--- config.mk ---
export PLATFORM = sky130hd
export DESIGN_NAME = online_bin_packer_flat
export DESIGN_NICKNAME = d
export VERILOG_FILES = /design/src/hw/rtl/obp_pkg.sv /design/src/hw/rtl/obp_if.sv /design/src/hw/rtl/obp_ctrl.sv /design/src/hw/rtl/obp_dp.sv /design/src/hw/rtl/online_bin_packer.sv /design/src/flat_wrapper.sv
export SDC_FILE = /design/constraint.sdc
export NUM_CORES = 2
export LEC_CHECK = 0
export ABC_AREA = 1
export BUFFER_PORTS_ARGS = -buffer_cell sky130_fd_sc_hd__buf_2
export CAP_MARGIN = 15
export CORE_ASPECT_RATIO = 0.7
export CORE_UTILIZATION = 45
export DETAILED_ROUTE_END_ITERATION = 6
export MAX_ROUTING_LAYER = met4
export PLACE_DENSITY_LB_ADDON = 0.05
export REMOVE_ABC_BUFFERS = 1
export SLEW_MARGIN = 20
export SYNTH_ARGS = -nofsm -noshare
export SYNTH_HDL_FRONTEND = slang
export SYNTH_SLANG_ARGS = --single-unit
--- constraint.sdc ---
create_clock -name clk -period 5.6 [get_ports clk]
set_input_delay 0 -clock clk [delete_from_list [all_inputs] [get_ports clk]]
set_output_delay 0 -clock clk [all_outputs]
set_load 0.01 [all_outputs]
--- src/hw/rtl/obp_pkg.sv ---
// shared types and constants for the online bin packer
package obp_pkg;

  localparam int ITEM_W    = 17;  // item size and bin level, 1.0 = 65536
  localparam int BIN_OUT_W = 6;   // bin_index field
  localparam int CNT_OUT_W = 7;   // bins_in_use field
  localparam int POL_W     = 2;
  localparam int CFG_IDX_W = 1;
  localparam int CFG_W     = 17;

  localparam logic [ITEM_W-1:0] CAPACITY = 17'd65536;

  // register indexes on the configuration port
  localparam logic [CFG_IDX_W-1:0] REG_POLICY    = 1'd0;
  localparam logic [CFG_IDX_W-1:0] REG_THRESHOLD = 1'd1;

  // placement policies
  localparam logic [POL_W-1:0] POL_BEST  = 2'd0;
  localparam logic [POL_W-1:0] POL_WORST = 2'd1;
  localparam logic [POL_W-1:0] POL_FIRST = 2'd2;

  // input commands
  localparam logic CMD_PLACE = 1'b0;
  localparam logic CMD_CLEAR = 1'b1;

  typedef enum logic [1:0] {
    ST_IDLE,
    ST_SCAN,
    ST_DRAIN,
    ST_COMMIT
  } obp_state_t;

  // controller to datapath
  typedef struct packed {
    logic load;     // take the input word
    logic scan_rd;  // read the next bin and advance the address
    logic commit;   // write back the chosen bin and load the result
  } obp_cmd_t;

  // datapath to controller
  typedef struct packed {
    logic start_scan;  // offered word is a place that needs a search
    logic scan_last;   // address on the read port is the last occupied bin
  } obp_sts_t;

endpackage

--- src/hw/rtl/obp_if.sv ---
// input and result channel interfaces of the online bin packer
interface obp_in_if import obp_pkg::*; ();
  logic              valid;
  logic              ready;
  logic              command;
  logic [ITEM_W-1:0] item_size;

  modport source (output valid, output command, output item_size, input ready);
  modport sink   (input valid, input command, input item_size, output ready);
endinterface

interface obp_out_if import obp_pkg::*; ();
  logic                 valid;
  logic                 ready;
  logic [BIN_OUT_W-1:0] bin_index;
  logic                 opened_new;
  logic                 no_room;
  logic [ITEM_W-1:0]    new_level;
  logic [CNT_OUT_W-1:0] bins_in_use;

  modport source (output valid, output bin_index, output opened_new, output no_room,
                  output new_level, output bins_in_use, input ready);
  modport sink   (input valid, input bin_index, input opened_new, input no_room,
                  input new_level, input bins_in_use, output ready);
endinterface

--- src/hw/rtl/obp_ctrl.sv ---
// sequencing state machine of the online bin packer
module obp_ctrl import obp_pkg::*; (
  input  logic     clk,
  input  logic     rst_n,
  input  logic     in_valid,
  output logic     in_ready,
  output logic     out_valid,
  input  logic     out_ready,
  input  obp_sts_t sts,
  output obp_cmd_t cmd
);

  obp_state_t state_r, state_nxt;
  logic       out_valid_r, out_valid_nxt;
  logic       out_free;

  assign out_free = !out_valid_r || out_ready;

  // next state
  always_comb begin
    state_nxt = state_r;
    case (state_r)
      ST_IDLE: begin
        if (in_valid) begin
          state_nxt = sts.start_scan ? ST_SCAN : ST_COMMIT;
        end
      end
      ST_SCAN: begin
        if (sts.scan_last) begin
          state_nxt = ST_DRAIN;
        end
      end
      ST_DRAIN: begin
        state_nxt = ST_COMMIT;
      end
      ST_COMMIT: begin
        if (out_free) begin
          state_nxt = ST_IDLE;
        end
      end
      default: begin
        state_nxt = ST_IDLE;
      end
    endcase
  end

  // outputs
  always_comb begin
    in_ready    = 1'b0;
    cmd.load    = 1'b0;
    cmd.scan_rd = 1'b0;
    cmd.commit  = 1'b0;
    case (state_r)
      ST_IDLE: begin
        in_ready = 1'b1;
        cmd.load = in_valid;
      end
      ST_SCAN: begin
        cmd.scan_rd = 1'b1;
      end
      ST_COMMIT: begin
        cmd.commit = out_free;
      end
      default: begin
        in_ready = 1'b0;
      end
    endcase
  end

  always_comb begin
    out_valid_nxt = out_valid_r;
    if (cmd.commit) begin
      out_valid_nxt = 1'b1;
    end else if (out_valid_r && out_ready) begin
      out_valid_nxt = 1'b0;
    end
  end

  assign out_valid = out_valid_r;

  always_ff @(posedge clk) begin
    if (!rst_n) begin
      state_r     <= ST_IDLE;
      out_valid_r <= 1'b0;
    end else begin
      state_r     <= state_nxt;
      out_valid_r <= out_valid_nxt;
    end
  end

endmodule

--- src/hw/rtl/obp_dp.sv ---
// level memory, fit search and result registers of the online bin packer
module obp_dp import obp_pkg::*; #(
  parameter int NUM_BINS = 64
) (
  input  logic                 clk,
  input  logic                 rst_n,
  input  logic                 cfg_we,
  input  logic [CFG_IDX_W-1:0] cfg_index,
  input  logic [CFG_W-1:0]     cfg_wdata,
  input  logic                 in_command,
  input  logic [ITEM_W-1:0]    in_item_size,
  input  obp_cmd_t             cmd,
  output obp_sts_t             sts,
  output logic [BIN_OUT_W-1:0] out_bin_index,
  output logic                 out_opened_new,
  output logic                 out_no_room,
  output logic [ITEM_W-1:0]    out_new_level,
  output logic [CNT_OUT_W-1:0] out_bins_in_use
);

  localparam int IDX_W = $clog2(NUM_BINS);
  localparam int CNT_W = $clog2(NUM_BINS + 1);
  localparam int SUM_W = ITEM_W + 1;

  // bin levels; occupied bins always form the prefix below count_r
  logic [ITEM_W-1:0] level_mem [NUM_BINS];

  logic [POL_W-1:0]  policy_r;
  logic [ITEM_W-1:0] threshold_r;
  logic              clear_r;
  logic [ITEM_W-1:0] item_r;
  logic [CNT_W-1:0]  count_r, count_nxt;
  logic [IDX_W-1:0]  addr_r;
  logic [ITEM_W-1:0] rd_level_r;
  logic              cmp_vld_r;
  logic [IDX_W-1:0]  cmp_idx_r;
  logic              found_r;
  logic [IDX_W-1:0]  best_idx_r;
  logic [ITEM_W-1:0] best_key_r;
  logic [ITEM_W-1:0] best_sum_r;

  logic [BIN_OUT_W-1:0] res_idx_r;
  logic                 res_opened_r;
  logic                 res_drop_r;
  logic [ITEM_W-1:0]    res_level_r;
  logic [CNT_OUT_W-1:0] res_count_r;

  logic [SUM_W-1:0]  sum;
  logic [ITEM_W-1:0] lim;
  logic [ITEM_W-1:0] rem;
  logic              cand;
  logic [ITEM_W-1:0] cand_key;

  logic              wr_en;
  logic [IDX_W-1:0]  wr_addr;
  logic [ITEM_W-1:0] wr_data;
  logic [IDX_W-1:0]  new_idx;
  logic              new_opened;
  logic              new_drop;
  logic [ITEM_W-1:0] new_level;

  // status
  assign sts.start_scan = (in_command == CMD_PLACE) && (in_item_size <= CAPACITY)
                          && (count_r != '0);
  assign sts.scan_last  = (CNT_W'(addr_r) == (count_r - CNT_W'(1)));

  // candidate test on the level read in the previous cycle
  assign sum = SUM_W'(rd_level_r) + SUM_W'(item_r);
  assign lim = (threshold_r > CAPACITY) ? CAPACITY : threshold_r;
  assign rem = ITEM_W'(SUM_W'(CAPACITY) - sum);

  always_comb begin
    cand     = 1'b0;
    cand_key = best_key_r;
    case (policy_r)
      POL_BEST: begin
        cand     = (sum > SUM_W'(best_key_r)) && (sum <= SUM_W'(lim));
        cand_key = sum[ITEM_W-1:0];
      end
      POL_WORST: begin
        cand     = (sum < SUM_W'(CAPACITY)) && (rem <= threshold_r) && (rem > best_key_r);
        cand_key = rem;
      end
      default: begin
        // first fit, also for the unused code
        cand = !found_r && (sum <= SUM_W'(CAPACITY));
      end
    endcase
  end

  // placement decision at commit
  always_comb begin
    new_idx    = '0;
    new_opened = 1'b0;
    new_drop   = 1'b0;
    new_level  = '0;
    count_nxt  = count_r;
    wr_en      = 1'b0;
    wr_addr    = best_idx_r;
    wr_data    = best_sum_r;
    if (clear_r) begin
      count_nxt = '0;
    end else if (item_r > CAPACITY) begin
      new_drop = 1'b1;
    end else if (found_r) begin
      new_idx   = best_idx_r;
      new_level = best_sum_r;
      wr_en     = 1'b1;
    end else if (count_r != CNT_W'(NUM_BINS)) begin
      new_idx    = count_r[IDX_W-1:0];
      new_opened = 1'b1;
      new_level  = item_r;
      count_nxt  = count_r + CNT_W'(1);
      wr_en      = 1'b1;
      wr_addr    = count_r[IDX_W-1:0];
      wr_data    = item_r;
    end else begin
      new_drop = 1'b1;
    end
  end

  always_ff @(posedge clk) begin
    if (cmd.commit && wr_en) begin
      level_mem[wr_addr] <= wr_data;
    end
    rd_level_r <= level_mem[addr_r];
  end

  always_ff @(posedge clk) begin
    if (!rst_n) begin
      policy_r    <= POL_BEST;
      threshold_r <= CAPACITY;
      count_r     <= '0;
      cmp_vld_r   <= 1'b0;
    end else begin
      if (cfg_we && (cfg_index == REG_POLICY)) begin
        policy_r <= cfg_wdata[POL_W-1:0];
      end
      if (cfg_we && (cfg_index == REG_THRESHOLD)) begin
        threshold_r <= cfg_wdata[ITEM_W-1:0];
      end
      if (cmd.commit) begin
        count_r <= count_nxt;
      end
      cmp_vld_r <= cmd.scan_rd;
    end
  end

  always_ff @(posedge clk) begin
    cmp_idx_r <= addr_r;
    if (cmd.load) begin
      clear_r    <= in_command;
      item_r     <= in_item_size;
      addr_r     <= '0;
      found_r    <= 1'b0;
      best_key_r <= '0;
    end else begin
      if (cmd.scan_rd) begin
        addr_r <= addr_r + IDX_W'(1);
      end
      if (cmp_vld_r && cand) begin
        found_r    <= 1'b1;
        best_idx_r <= cmp_idx_r;
        best_key_r <= cand_key;
        best_sum_r <= sum[ITEM_W-1:0];
      end
    end
    if (cmd.commit) begin
      res_idx_r    <= BIN_OUT_W'(new_idx);
      res_opened_r <= new_opened;
      res_drop_r   <= new_drop;
      res_level_r  <= new_level;
      res_count_r  <= CNT_OUT_W'(count_nxt);
    end
  end

  assign out_bin_index   = res_idx_r;
  assign out_opened_new  = res_opened_r;
  assign out_no_room     = res_drop_r;
  assign out_new_level   = res_level_r;
  assign out_bins_in_use = res_count_r;

endmodule

--- src/hw/rtl/online_bin_packer.sv ---
// top level of the online bin packer: controller, datapath and channel hookup
//
//   channel  dir  handshake      word
//   in_ch    in   valid/ready    command, item_size
//   out_ch   out  valid/ready    bin_index, opened_new, no_room, new_level, bins_in_use
//   cfg_*    in   cfg_we only    cfg_index (0 policy, 1 threshold), cfg_wdata
//
// a place word is taken, then each occupied bin is read in turn from the level memory,
// the last compare is finished and the chosen bin, if any, is written back; clear,
// oversize and empty-packer words go straight from taking the word to the commit
// synchronous active-low reset clears the bin count, so no memory sweep is needed
// a finished word sits in the output register; a new input word is taken meanwhile,
// and the write-back waits only if the previous result is still not taken
module online_bin_packer import obp_pkg::*; #(
  parameter int NUM_BINS = 64
) (
  input  logic                 clk,
  input  logic                 rst_n,
  input  logic                 cfg_we,
  input  logic [CFG_IDX_W-1:0] cfg_index,
  input  logic [CFG_W-1:0]     cfg_wdata,
  obp_in_if.sink               in_ch,
  obp_out_if.source            out_ch
);

  obp_cmd_t cmd;
  obp_sts_t sts;

  // state machine: accept, scan, drain, commit
  obp_ctrl u_ctrl (
    .clk       (clk),
    .rst_n     (rst_n),
    .in_valid  (in_ch.valid),
    .in_ready  (in_ch.ready),
    .out_valid (out_ch.valid),
    .out_ready (out_ch.ready),
    .sts       (sts),
    .cmd       (cmd)
  );

  // level memory, one bin compared per cycle, result register
  obp_dp #(
    .NUM_BINS (NUM_BINS)
  ) u_dp (
    .clk             (clk),
    .rst_n           (rst_n),
    .cfg_we          (cfg_we),
    .cfg_index       (cfg_index),
    .cfg_wdata       (cfg_wdata),
    .in_command      (in_ch.command),
    .in_item_size    (in_ch.item_size),
    .cmd             (cmd),
    .sts             (sts),
    .out_bin_index   (out_ch.bin_index),
    .out_opened_new  (out_ch.opened_new),
    .out_no_room     (out_ch.no_room),
    .out_new_level   (out_ch.new_level),
    .out_bins_in_use (out_ch.bins_in_use)
  );

endmodule
--- src/flat_wrapper.sv ---
// flat-port wrapper written by rule: the top's interface ports become plain ports
module online_bin_packer_flat import obp_pkg::*;
#(
  parameter int NUM_BINS = 64
)
  (clk, rst_n, cfg_we, cfg_index, cfg_wdata, in_ch_valid, in_ch_command, in_ch_item_size, in_ch_ready, out_ch_valid, out_ch_bin_index, out_ch_opened_new, out_ch_no_room, out_ch_new_level, out_ch_bins_in_use, out_ch_ready);
  obp_in_if in_ch_i ();
  obp_out_if out_ch_i ();
  input  logic clk;
  input  logic rst_n;
  input  logic cfg_we;
  input  logic [CFG_IDX_W-1:0] cfg_index;
  input  logic [CFG_W-1:0] cfg_wdata;
  input wire logic [$bits(in_ch_i.valid)-1:0] in_ch_valid;
  input wire logic [$bits(in_ch_i.command)-1:0] in_ch_command;
  input wire logic [$bits(in_ch_i.item_size)-1:0] in_ch_item_size;
  output wire logic [$bits(in_ch_i.ready)-1:0] in_ch_ready;
  output wire logic [$bits(out_ch_i.valid)-1:0] out_ch_valid;
  output wire logic [$bits(out_ch_i.bin_index)-1:0] out_ch_bin_index;
  output wire logic [$bits(out_ch_i.opened_new)-1:0] out_ch_opened_new;
  output wire logic [$bits(out_ch_i.no_room)-1:0] out_ch_no_room;
  output wire logic [$bits(out_ch_i.new_level)-1:0] out_ch_new_level;
  output wire logic [$bits(out_ch_i.bins_in_use)-1:0] out_ch_bins_in_use;
  input wire logic [$bits(out_ch_i.ready)-1:0] out_ch_ready;
  assign in_ch_i.valid = in_ch_valid;
  assign in_ch_i.command = in_ch_command;
  assign in_ch_i.item_size = in_ch_item_size;
  assign in_ch_ready = in_ch_i.ready;
  assign out_ch_valid = out_ch_i.valid;
  assign out_ch_bin_index = out_ch_i.bin_index;
  assign out_ch_opened_new = out_ch_i.opened_new;
  assign out_ch_no_room = out_ch_i.no_room;
  assign out_ch_new_level = out_ch_i.new_level;
  assign out_ch_bins_in_use = out_ch_i.bins_in_use;
  assign out_ch_i.ready = out_ch_ready;
  online_bin_packer #(.NUM_BINS(NUM_BINS)) u_core (.clk(clk), .rst_n(rst_n), .cfg_we(cfg_we), .cfg_index(cfg_index), .cfg_wdata(cfg_wdata), .in_ch(in_ch_i), .out_ch(out_ch_i));
endmodule
# [Yosys cells after proc, flatten, opt, wreduce, memory -nomap -nowiden]
# Memory sizes are Yosys's and may differ from the RTL's. A register that Yosys moved wholly into a read port is not among the register bits.
# Cells that the tools add are included.
[totals] ram_bits=1088 register_bits=133 mem_bits_ro=0 out_inout_bits=34 latch_bits=0 inputBits=41 mem_count=1
[memory_table] name="u_core.u_dp.level_mem" depth=64 word_bits=17 rd=1 rd_clocked_by_memory_dff=1 write_ports=1 line_no="obp_dp.sv:26" source="logic [ITEM_W-1:0] level_mem [NUM_BINS];"
[classes] mul=0 magnitude_cmp=9 reduce_logical=24 n_addsub=5 bitwise_logic=3 n_eq_ne=9 div=0 n_mux=39 shift=0
[op_table] cell="$mux W17" n=7
[op_table] cell="$mux W6" n=6
[op_table] cell="$gt A17 B17 Y1 const B" n=2
[op_table] cell="$pmux W17 S2" n=1
[op_table] cell="$mux W7" n=4
[op_table] cell="$add A17 B17 Y18" n=1
[op_table] cell="$gt A18 B17 Y1" n=1
[op_table] cell="$le A18 B17 Y1" n=1
[op_table] cell="$le A18 B17 Y1 const B" n=1
[op_table] cell="$lt A18 B17 Y1 const B" n=1
[op_table] cell="$gt A17 B17 Y1" n=1
[op_table] cell="$le A17 B17 Y1" n=1
[op_table] cell="$le A17 B17 Y1 const B" n=1
[op_table] cell="$sub A17 B17 Y17 const A" n=1
[op_table] cell="$mux W1" n=15
[op_table] cell="$logic_and A1 B1 Y1" n=11
[op_table] cell="$mux W2" n=4
[op_table] cell="$pmux W2 S4" n=1
[op_table] cell="$add A7 B1 Y7 const B" n=1
[op_table] cell="$eq A6 B7 Y1" n=1
[op_table] cell="$ne A7 B7 Y1 const B" n=1
[op_table] cell="$reduce_bool A7 Y1" n=1
[op_table] cell="$sub A7 B1 Y7 const B" n=1
[op_table] cell="$add A6 B1 Y6 const B" n=1
[op_table] cell="14 further kinds" n=23

# [Logic depth before layout (Yosys ltp)]
[depth] ltp_word=8 mapped_depth=33

# [Modules after synthesis]
# Synthesis repeated with hierarchy kept, for this count alone.
[hier_totals] cells_unflattened=4305 area_unflattened_um2=51725.9
[by_module_without_submodules] module="obp_dp" area_each_um2=51475.6 cells_per_inst=4270 n_inst=1 seq_area_each_um2=36344.9
[by_module_without_submodules] module="obp_ctrl" area_each_um2=250.2 cells_per_inst=35 n_inst=1 seq_area_each_um2=60.1

# [Worst setup path after synthesis]
# No wires, ideal clock.
[synth_path] path_kind="reg-to-reg" startpoint="register u_core.u_ctrl.state_r[0]" endpoint="memory u_core.u_dp.level_mem[55][0] (enable)" arrival_ns=4.720 path_slack_ns=0.467 path_stages_with_launch=9 path_cell_list="dfxtp_1 -> ha_1 -> inv_1 -> nor2_1 -> clkinv_1 -> nor2_1 -> clkbuf_1 -> inv_1 -> nor3_1"
[synth_rtl] item="start: declaration" line_no="obp_ctrl.sv:13" source="obp_state_t state_r, state_nxt;"
[synth_rtl] item="start signal: assignment" line_no="obp_ctrl.sv:86" source="state_r <= state_nxt;"
[synth_rtl] item="end: declaration" line_no="obp_dp.sv:26"

# [Worst setup path in the final report]
[layout_path] startpoint="register u_core.u_dp.item_r[0]" endpoint="register u_core.u_dp.best_sum_r[10] (enable)"
[layout_between] elab_chain_len=8 word_cells_on_any_way=15 cone_classes="2 x add/sub; 6 x order compare; 1 x mux; 6 x reduce/logical"
[layout_rtl] item="start: declaration" line_no="obp_dp.sv:31" source="logic [ITEM_W-1:0] item_r;"
[layout_rtl] item="start signal: assignment" line_no="obp_dp.sv:153" source="item_r <= in_item_size;"
[layout_rtl] item="$add A17 B17 Y18 *" line_no="obp_dp.sv:68" source="assign sum = SUM_W'(rd_level_r) + SUM_W'(item_r);"
[layout_rtl] item="net u_core.u_dp.sum[1]" line_no="obp_dp.sv:48" source="logic [SUM_W-1:0] sum;"
[layout_rtl] item="$sub A17 B17 Y17" line_no="obp_dp.sv:70" source="assign rem = ITEM_W'(SUM_W'(CAPACITY) - sum);"
[layout_rtl] item="$le A17 B17 Y1" line_no="obp_dp.sv:81" source="cand = (sum < SUM_W'(CAPACITY)) && (rem <= threshold_r) && (rem > best_key_r);"
[layout_rtl] item="$logic_and A1 B1 Y1 (2 in a row)" line_no="obp_dp.sv:81"
[layout_rtl] item="$pmux W1 S2 *" line_no="obp_dp.sv:75" source="case (policy_r)"
[layout_rtl] item="$logic_and A1 B1 Y1 *" line_no="obp_dp.sv:161" source="if (cmp_vld_r && cand) begin"
[layout_rtl] item="$reduce_and A2 Y1 (no source line) *"
[layout_rtl] item="end signal: assignment" line_no="obp_dp.sv:165" source="best_sum_r <= sum[ITEM_W-1:0];"
[layout_rtl] item="end: declaration" line_no="obp_dp.sv:40" source="logic [ITEM_W-1:0] best_sum_r;"
# The timed path passes the listed nets; every way through them passes the cells marked *.
# A chain may end at the register's enable or synchronous reset.

==> flow_summary_export.csv <==
group,metric,value,unit
run_status,outcome,"completed",
synth,ys_ff_latch,1238,
synth,yosys_warnings,0,
setup_path,worst-path-stages,23,
route,drt-met1-wl,77990,um
cts,cts-root-buf,"clkbuf_16",
power,p_leak,0.01999,uW
route,drtPass1Iterations,6,
setup_path,crit_path_start_kind,"flop",
synth,synth_cells,4295,
setup_path,r2r_slack,330,ps
setup_path,crit_path_top_delay_cell,"fa_1",
route,dr_wl_met3,14570,um
floorplanning,ioPinCount,75,
finish,fill_cells,9838,
setup_path,endpoint,"u_core.u_dp.best_sum_r[10]$_DFFE_PP_",
floorplanning,rows,103,
route,top_layer,"met4",
flow_run,maxCapViolations,0,
synth,ys.flop_type,"edfxtp_1",
place,dp_hpwl,94570,um
floorplanning,dieArea,116100,um^2
setup_path,cp_common_cell,"nand2_1",
cts,clock_latency,740,ps
route,wl_met2,65020,um
timing,grt_setup_unrepaired,"no",
power,finalPower,30630,uW
global_route,grt_pass1_wl,231200,um
cts,cts_sinks,1238,
route,viasPerCell,5.839,
floorplanning,die_width,406.8,um
min_path,hold_class,"input port to flop",
synth,yosysSeqAreaShare,0.7054,
cts,cts.clk_slew.worst_paths,60,ps
finish,fin_nets,4583,
setup_path,crit_required,6030,ps
place,place_area,54480,um^2
finish,multi_input_area,13850,um^2
setup_path,timing.rr.end,"u_core.u_dp.best_sum_r[10]$_DFFE_PP_",
global_route,grt_pass1_vias,32489,
power,power_density,518.1,nW/um^2
timing,tightest_slew,1166,ps
setup_path,cp_max_fo,23,
setup_path,arrival,5700,ps
timing,fin_crit,5271,ps
setup_path,path_buf_inv,4,
cts,cts_tree,"done",
global_route,grt_max_degree,167,
cts,cts_buffer_depth,3,
setup_path,crit_start,"u_core.u_dp.item_r[0]$_DFFE_PP_",
setup_path,worst_setup_path_end_kind,"flop",
timing,relSlewSlack,0.2230,
setup_path,regToRegStartpoint,"u_core.u_dp.item_r[0]$_DFFE_PP_",
floorplanning,start_util,0.4556,
finish,regArea,36420,um^2
setup_path,crit_family,"simple AND/OR/NAND/NOR gates",
global_route,overflow,0,
cts,numCtsBuffers,118,
finish,area_delta_synth_final,14.57,%
finish,fin_util,0.5219,
setup_path,reg2regPathDepth,23,
timing,drv_slew,0,
synth,async_reset_ff_frac,0,
setup_path,path_class,"flop to flop",
route,drt-initial-drc-count,4337,
power,worst_ir_drop_vdd,0.3368,mV
place,io_buffers,74,
synth,synthTopCellsByArea,"edfxtp_1, o21ai_0, nor2_1",
place,gp_congestion,0.9366,
setup_path,cp_cell_sequence,"ha_1 > inv_1 > fa_1 > inv_1 > nor3_1 > nor3b_2 > nand3_1 > nor3_4 > nand4_1 > o21ai_1 > nand2_1 > inv_1 > ha_1 > nand4_1 > or4_1 > nand2_1 > nand4_1 > o21ai_0 > nand2_1 > nand2_4 > nand2_1 > nor2_2 > buf_12",
finish,drive_above_1_share,0.1101,
synth,syn_area,51610,um^2
route,routed-via-count,35484,
synth,yosysUniqueCellTypes,55,
global_route,grtUsageTotal,0.2832,
synth,synth_edf_count,1161,
cts,h-tree-depth,3,
route,ant_nets,0,
route,drc,0,
route,routedWlPerCell,26.43,um
route,wl,160600,um
setup_path,critPathMaxStageDelay,570,ps
timing,final_hold_viol_count,0,
timing,setup_viol,0,
global_route,antenna_found_initial,5,
synth,synth_area_leader_cell,"edfxtp_1",
cts,cts_setup_buffers,0,
floorplanning,coreArea,113300,um^2
timing,period_share,0.9412,
timing,skew,25.93,ps
finish,final_area,59120,um^2
synth,synth_top_cell_area_share,0.6756,
timing,max_freq,0.1897,GHz
floorplanning,die_h,285.3,um
synth,avgSynthCellArea,12.02,um^2
[cell usage in the layout (no fill, tap or decap), types with 10 or more instances in the layout]
| cell type | count |
|---|---|
| edfxtp_1 | 1161 |
| nor2_1 | 685 |
| o21ai_0 | 608 |
| nand2_1 | 427 |
| inv_1 | 172 |
| o22ai_1 | 165 |
| buf_4 | 132 |
| nand3_1 | 124 |
| clkbuf_16 | 121 |
| o221ai_1 | 110 |
| ha_1 | 93 |
| nand4_1 | 87 |
| a21oi_1 | 85 |
| buf_2 | 74 |
| dfxtp_1 | 73 |
| dlygate4sd3_1 | 72 |
| nor2_2 | 46 |
| o211ai_1 | 32 |
| clkinv_2 | 28 |
| clkbuf_1 | 25 |
| clkinv_1 | 23 |
| nor3_1 | 20 |
| o21ai_4 | 16 |
| xor2_1 | 14 |
| buf_12 | 12 |
| bufinv_16 | 10 |
[what timing repair did]
item	in CTS	in global routing
endpoints found under the setup margin	0	22
hold endpoints to repair	48	0
hold buffers	72	0
gates resized for setup	0	2
[worst min-delay path by stage]
stage | to | startpoint | depth (start not counted) | slack [ps]
6_report | u_core.u_dp.item_r[10]$_DFFE_PP_ | in_ch_item_size[10] | 2 | 60
5_1_grt | u_core.u_dp.item_r[10]$_DFFE_PP_ | in_ch_item_size[10] | 2 | 30
4_1_cts | u_core.u_dp.item_r[10]$_DFFE_PP_ | in_ch_item_size[10] | 2 | 0.6
3_5_place_dp | u_core.u_dp.clear_r$_DFFE_PP_ | in_ch_command | 1 | 200
3_3_place_gp | u_core.u_dp.clear_r$_DFFE_PP_ | in_ch_command | 1 | 210
2_1_floorplan | u_core.u_dp.cmp_vld_r$_SDFF_PN0_ | rst_n | 2 | 100
[flip-flops by register name, summed over array words and instances (netlist names), 2 cells and up]
name and flops:
u_core.u_dp.cmp_idx_r 6, u_core.u_dp.out_bins_in_use 7, u_core.u_dp.count_r 7, u_core.u_dp.out_new_level 17, u_core.u_dp.best_idx_r 6, u_core.u_dp.best_key_r 17, u_core.u_dp.best_sum_r 17, u_core.u_dp.out_bin_index 6
u_core.u_dp.threshold_r 17, u_core.u_dp.level_mem 1088, u_core.u_dp.addr_r 6, u_core.u_ctrl.state_r 2, u_core.u_dp.policy_r 2, u_core.u_dp.rd_level_r 17, u_core.u_dp.item_r 17
[routing by layer]
layer / vias up / track usage
li1: 16089 / -
met1: 17778 / 0.4431
met2: 1423 / 0.3692
met3: 194 / 0.06444
met4: 0 / 0.06090
met5: - / -
[cells by family after synthesis]
kind of cell               share of synthesized area
AOI/OAI and AO/OA                             0.1197
buffers and inverters                        0.03263
DFF                                           0.7054
muxes                                      0.0006061
adders and majority gates                    0.02294
and+or+nand+nor                               0.1135
xor gates and xnor gates                    0.005165
[cell usage after synthesis, types with 3 or more instances]
cell type	count
nor2_2	5
xor2_1	14
nand4_1	87
inv_2	4
a32o_1	7
a21oi_1	85
o22ai_1	165
o21ai_1	5
a211oi_1	7
buf_1	12
clkinv_1	7
o31ai_1	9
o211ai_1	32
buf_2	7
edfxtp_1	1161
ha_1	93
a21oi_2	3
clkbuf_1	237
o21ai_0	624
o221ai_1	110
nor4_1	8
xnor2_2	3
inv_1	175
nor2_1	729
nand2_1	427
and2_1	3
nand3_1	124
xnor2_1	9
a31oi_1	9
nand2_2	3
dfxtp_1	77
a21o_1	5
nor3_1	24
[where the power goes]
group          total (uW)  switching (uW)  internal (uW)  leakage [uW]
sequential          11400             240          11100        0.0111
clock                8120            3570           4540       0.00190
combinational       11200            8100           3050       0.00698
total               30600           11900          18700        0.0200
[stage by stage]
stage / std cells / TNS, ps / worst slack (ps) / hold slack, ps
floorplan: 4038 / -418640 / -20850 / 97.63
global placement: 5778 / 0 / 552.4 / 207.7
detailed placement: 5778 / 0 / 459.3 / 203.5
CTS: 6073 / 0 / 428.0 / 0.5710
global route: 6075 / 0 / 45.51 / 34.13
finish: 6077 / 0 / 329.2 / 55.38
[final cells by class]
class	count	area share
inverter	187	0.01219
sequential	1238	0.6160
timing repair buffer	290	0.03928
multi-input combinational	2613	0.2342
clock buffer	155	0.05490
antenna	4	0.0001693
tap	1522	0.03221
clock inverter	68	0.01107
No activity file was read; power rests on OpenSTA's default activity.
